==> config.mk <==
export PLATFORM = sky130hd
export DESIGN_NAME = sxe_alu
export DESIGN_NICKNAME = d
export VERILOG_FILES = /design/src/hw/rtl/sicxe_instruction_executor_macros.svh /design/src/hw/rtl/sxe_pkg.sv /design/src/hw/rtl/sxe_alu.sv
export SDC_FILE = /design/constraint.sdc
export NUM_CORES = 1
export LEC_CHECK = 0
export ABC_AREA = 1
export BUFFER_PORTS_ARGS = -buffer_cell sky130_fd_sc_hd__clkbuf_2
export CAP_MARGIN = 20
export CELL_PAD_IN_SITES_DETAIL_PLACEMENT = 1
export CELL_PAD_IN_SITES_GLOBAL_PLACEMENT = 1
export CORE_MARGIN = 1.5
export CORE_UTILIZATION = 38
export DETAILED_ROUTE_END_ITERATION = 6
export PLACE_DENSITY = 0.95
export RECOVER_POWER = 25
export SYNTH_ARGS = -nofsm -noshare
export SYNTH_HDL_FRONTEND = slang
export SYNTH_SLANG_ARGS = --single-unit
==> constraint.sdc <==
create_clock -name vclk -period 5.2
set_input_delay 0.78 -clock vclk [all_inputs]
set_output_delay 0.78 -clock vclk [all_outputs]
set_load 0.02 [all_outputs]
==> src/hw/rtl/sicxe_instruction_executor_macros.svh <==
// Assertion macros shared by the executor RTL.
`ifndef SICXE_INSTRUCTION_EXECUTOR_MACROS_SVH
`define SICXE_INSTRUCTION_EXECUTOR_MACROS_SVH

// Same-cycle implication, disabled while reset is asserted.
`define SXE_ASSERT_NOW(label, clk, rst_n, ante, cons, msg) \
    label: assert property (@(posedge clk) disable iff (!rst_n) (ante) |-> (cons)) \
        else $error(msg);

// Next-cycle implication, disabled while reset is asserted.
`define SXE_ASSERT_NEXT(label, clk, rst_n, ante, cons, msg) \
    label: assert property (@(posedge clk) disable iff (!rst_n) (ante) |=> (cons)) \
        else $error(msg);

`endif

==> src/hw/rtl/sxe_pkg.sv <==
`timescale 1ns / 1ps
// ----------------------------------------------------------------------------
// sxe_pkg
// Types and codes shared by the SIC/XE executor modules.
// ----------------------------------------------------------------------------
package sxe_pkg;

    localparam int SXE_MEM_BYTES = 65536;

    // item kinds
    localparam logic [1:0] KIND_WRITE = 2'd0;
    localparam logic [1:0] KIND_READ  = 2'd1;
    localparam logic [1:0] KIND_START = 2'd2;
    localparam logic [1:0] KIND_STEP  = 2'd3;

    // configuration register indexes
    localparam logic [1:0] CFG_START  = 2'd0;
    localparam logic [1:0] CFG_LENGTH = 2'd1;
    localparam logic [1:0] CFG_EXEC   = 2'd2;

    // opcodes
    localparam logic [7:0] OP_CLEAR = 8'hB4;
    localparam logic [7:0] OP_COMPR = 8'hA0;
    localparam logic [7:0] OP_TIXR  = 8'hB8;
    localparam logic [7:0] OP_LDA   = 8'h00;
    localparam logic [7:0] OP_LDB   = 8'h68;
    localparam logic [7:0] OP_LDT   = 8'h74;
    localparam logic [7:0] OP_LDCH  = 8'h50;
    localparam logic [7:0] OP_STA   = 8'h0C;
    localparam logic [7:0] OP_STX   = 8'h10;
    localparam logic [7:0] OP_STL   = 8'h14;
    localparam logic [7:0] OP_STCH  = 8'h54;
    localparam logic [7:0] OP_J     = 8'h3C;
    localparam logic [7:0] OP_JSUB  = 8'h48;
    localparam logic [7:0] OP_JLT   = 8'h38;
    localparam logic [7:0] OP_JEQ   = 8'h30;
    localparam logic [7:0] OP_RSUB  = 8'h4C;
    localparam logic [7:0] OP_COMP  = 8'h28;
    localparam logic [7:0] OP_TD    = 8'hE0;
    localparam logic [7:0] OP_RD    = 8'hD8;
    localparam logic [7:0] OPC_MASK = 8'hFC;

    // register numbers
    localparam logic [3:0] REG_A  = 4'd0;
    localparam logic [3:0] REG_X  = 4'd1;
    localparam logic [3:0] REG_L  = 4'd2;
    localparam logic [3:0] REG_B  = 4'd3;
    localparam logic [3:0] REG_S  = 4'd4;
    localparam logic [3:0] REG_T  = 4'd5;
    localparam logic [3:0] REG_PC = 4'd8;
    localparam logic [3:0] REG_SW = 4'd9;

    localparam logic [1:0] CC_LESS    = 2'b11;
    localparam logic [1:0] CC_EQUAL   = 2'b00;
    localparam logic [1:0] CC_GREATER = 2'b01;

    typedef enum logic [1:0] {
        STAT_OK     = 2'd0,
        STAT_END    = 2'd1,
        STAT_BADOP  = 2'd2,
        STAT_BADREG = 2'd3
    } status_t;

    typedef enum logic {
        ALU_ADD,
        ALU_CMP
    } alu_op_t;

    typedef enum logic [3:0] {
        ST_IDLE,
        ST_RDWAIT,
        ST_RESP,
        ST_FETCH,
        ST_DECODE,
        ST_F2_CLR,
        ST_F2_X,
        ST_F2_A,
        ST_F2_B,
        ST_TGT,
        ST_TGTX,
        ST_PTR,
        ST_OPND,
        ST_EXEC,
        ST_STORE
    } state_t;

endpackage

==> src/hw/rtl/sxe_alu.sv <==
`timescale 1ns / 1ps
// ----------------------------------------------------------------------------
// sxe_alu
// Shared 32-bit adder and signed comparator.
// ----------------------------------------------------------------------------
module sxe_alu (
    input  sxe_pkg::alu_op_t op,
    input  logic [31:0]      a,
    input  logic [31:0]      b,
    output logic [31:0]      sum,
    output logic [1:0]       cc
);

    import sxe_pkg::*;

    always_comb
    begin
        sum = 32'd0;
        cc  = CC_EQUAL;
        case (op)
            ALU_ADD: sum = a + b;
            ALU_CMP:
            begin
                if ($signed(a) < $signed(b))
                begin
                    cc = CC_LESS;
                end
                else if (a == b)
                begin
                    cc = CC_EQUAL;
                end
                else
                begin
                    cc = CC_GREATER;
                end
            end
            default: sum = 32'd0;
        endcase
    end

endmodule

==> reports/results.txt <==
status: completed
Power Dens Cells: 119 nW/um2
Layout area overhead: 19.1%
Worst-Margin Slew: 0.799 ns
gpl congestion: 0.959
Hold Path Class: in -> out
post-layout min period: 3.55 ns
flip-flop and latch area: 0 um2
Layout Nets: 807
cts-stage hold buffer count: 0
Mapped Nets: 710
Via density: 5.19
Max-Cap Viols: 0
total number of vias: 4,038
fillers: 1,236
crit end category: output pin
chip width: 93.8 um
number of global-route vias before repair: 4,174
final setup TNS: 0 ns
# resized after CTS: 0
Final ANT Viol Nets: 0
placed cells: 778
Critical Setup Path Class: in -> out
Post-Route Utilization: 0.475
Seq/Total Area, Yosys: 0
die area: 8790 um2
Synth Warn #: 0
PortBufs: 99
Setup Viol. Count Final: 0
IO Pins: 99
grt peak-use layer: met2
Clock Buffer Count: 0
Final Max Tran Viols: 0
Setup crit start: a[0]
Post-CTS Setup Bufs: 0
Core Area: 7850 um2
drt total wl: 11.5 mm
crit path to: sum[16]
Mean Syn Cell Area: 5.39 um2
initial DRC count: 211
mapped cell area: 3130 um2
total track usage: 0.265
largest fanout on the critical path: 4
Unique masters post-synth: 33
WL/cell: 14.8 um
fmax: 282 MHz
# diodes: 0
Worst setup SP type: primary input
Cells after Synth: 581
met1 usage: 0.337
final hold viol count: 0
worst path required time: 4.42 ns
row count: 32
sequential cell count: 0
area of the multi-input gates: 2650 um2
remaining global-route overflow: 0
global-route wire length before repair: 19.1 mm
Max transition margin: 0.467
grt met3 use: 0.0162
non-filler cells, final: 778
DRC violations left: 0
Starting Density: 0.399
Chip Height: 93.8 um
layout cell share with drive strength beyond 1: 0.200
Static Leak: 2.27 nW
DPL Wire Length: 10.3 mm
RSZ-0062 raised after global routing: no
VDD IR max: 0.0443 mV
crit path DAT: 2.77 ns
largest net degree at the start of global routing: 23
grt met2 use: 0.492
period utilisation layout: 0.682
antenna violations before repair: 0
drt first pass iters: 5
## worst min path at each step
stage | from | endpoint | slack, ns | cells after the start
global route | b[0] | sum[0] | 2.04 | 4
detailed placement | b[0] | sum[0] | 2.00 | 4
finish | b[0] | sum[0] | 2.01 | 4
floorplan | op | cc[1] | 1.73 | 2
CTS | b[0] | sum[0] | 2.00 | 4
global placement | b[0] | sum[0] | 2.00 | 4
## synthesized netlist by cell type (2+ instances only)
cell type  count  share of area
and2_1         2         0.0040
buf_2          2         0.0032
inv_1        110           0.13
nor2_1        72          0.086
o21bai_1       6          0.014
nand3_1       31          0.050
o21ai_1       10          0.016
o21ai_2        2         0.0056
nor2_4         2         0.0072
nand4_1        3         0.0060
a21oi_1       52          0.083
nor2_2         9          0.018
inv_2         12          0.014
nand2_1      137           0.16
a21o_1         3         0.0072
nand2_2        6          0.012
nor3_2         3         0.0096
nor3_1         8          0.013
a21oi_2        8          0.022
ha_1          63           0.25
o21ai_0       22          0.035
xor2_1         7          0.020
## logic make-up after synthesis
logic type,synth area share
AND/OR/NAND/NOR,0.381
buffers and inverters,0.153
adder cells (fa/ha/maj),0.258
AO/OA/AOI/OAI,0.188
XOR/XNOR,0.0196
## through the flow
| stage | setup slack (ns) | power (mW) | instance area, um2 | hold WS [ns] |
|---|---|---|---|---|
| finish | 1.65 | 0.443 | 3730 | 2.01 |
| global placement | 1.75 | 0.420 | 3740 | 2.00 |
| floorplan | 2.08 | 0.292 | 3130 | 1.73 |
| global route | 1.49 | 0.492 | 3730 | 2.04 |
| CTS | 1.68 | 0.442 | 3740 | 2.00 |
| detailed placement | 1.70 | 0.440 | 3740 | 2.00 |
## per-layer routing
metal  share of wire  vias up  routed length, um
met5               0        -                  0
met4           0.016        0                186
met3           0.044       16                508
met2            0.49      115               5650
met1            0.45     1900               5160
li1                -     2007                  -
## layout by cell type, fill, tap and decap left out, types with 2 or more instances in the layout
cell type,n
inv_1,110
inv_2,12
o21bai_1,6
a21oi_2,8
nand4_1,3
o21ai_1,9
xor2_1,7
nor2_4,2
nand2_2,6
nor2_2,9
a21o_1,3
nor2_1,72
a21oi_1,52
o21ai_0,23
and2_1,2
nand3_1,31
o21ai_2,2
nand2_1,137
clkbuf_2,92
nor3_1,8
nor3_2,3
clkbuf_1,7
ha_1,63
## critical path, stage by stage
cell and delay, ns:
clkbuf_2 0.09, ha_1 0.23, fa_1 0.40, nand2_1 0.08
nand3_1 0.13, nand2_1 0.16, inv_1 0.07, nand2_1 0.09
nand3_2 0.11, a21oi_1 0.26, nor2_1 0.08, nor2_1 0.10
clkbuf_2 0.18
## area by class of cell
type / count / area share
Multi-Input combinational cell: 454 / 0.711
Timing Repair Buffer: 99 / 0.131
Inverter: 123 / 0.124
Tap cell: 102 / 0.0342
## where the power goes
| group | internal (mW) | switching, mW |
|---|---|---|
| logic | 0.143 | 0.300 |
| registers | 0 | 0 |
| clock network | 0 | 0 |
(Power assumes the default switching activity.)
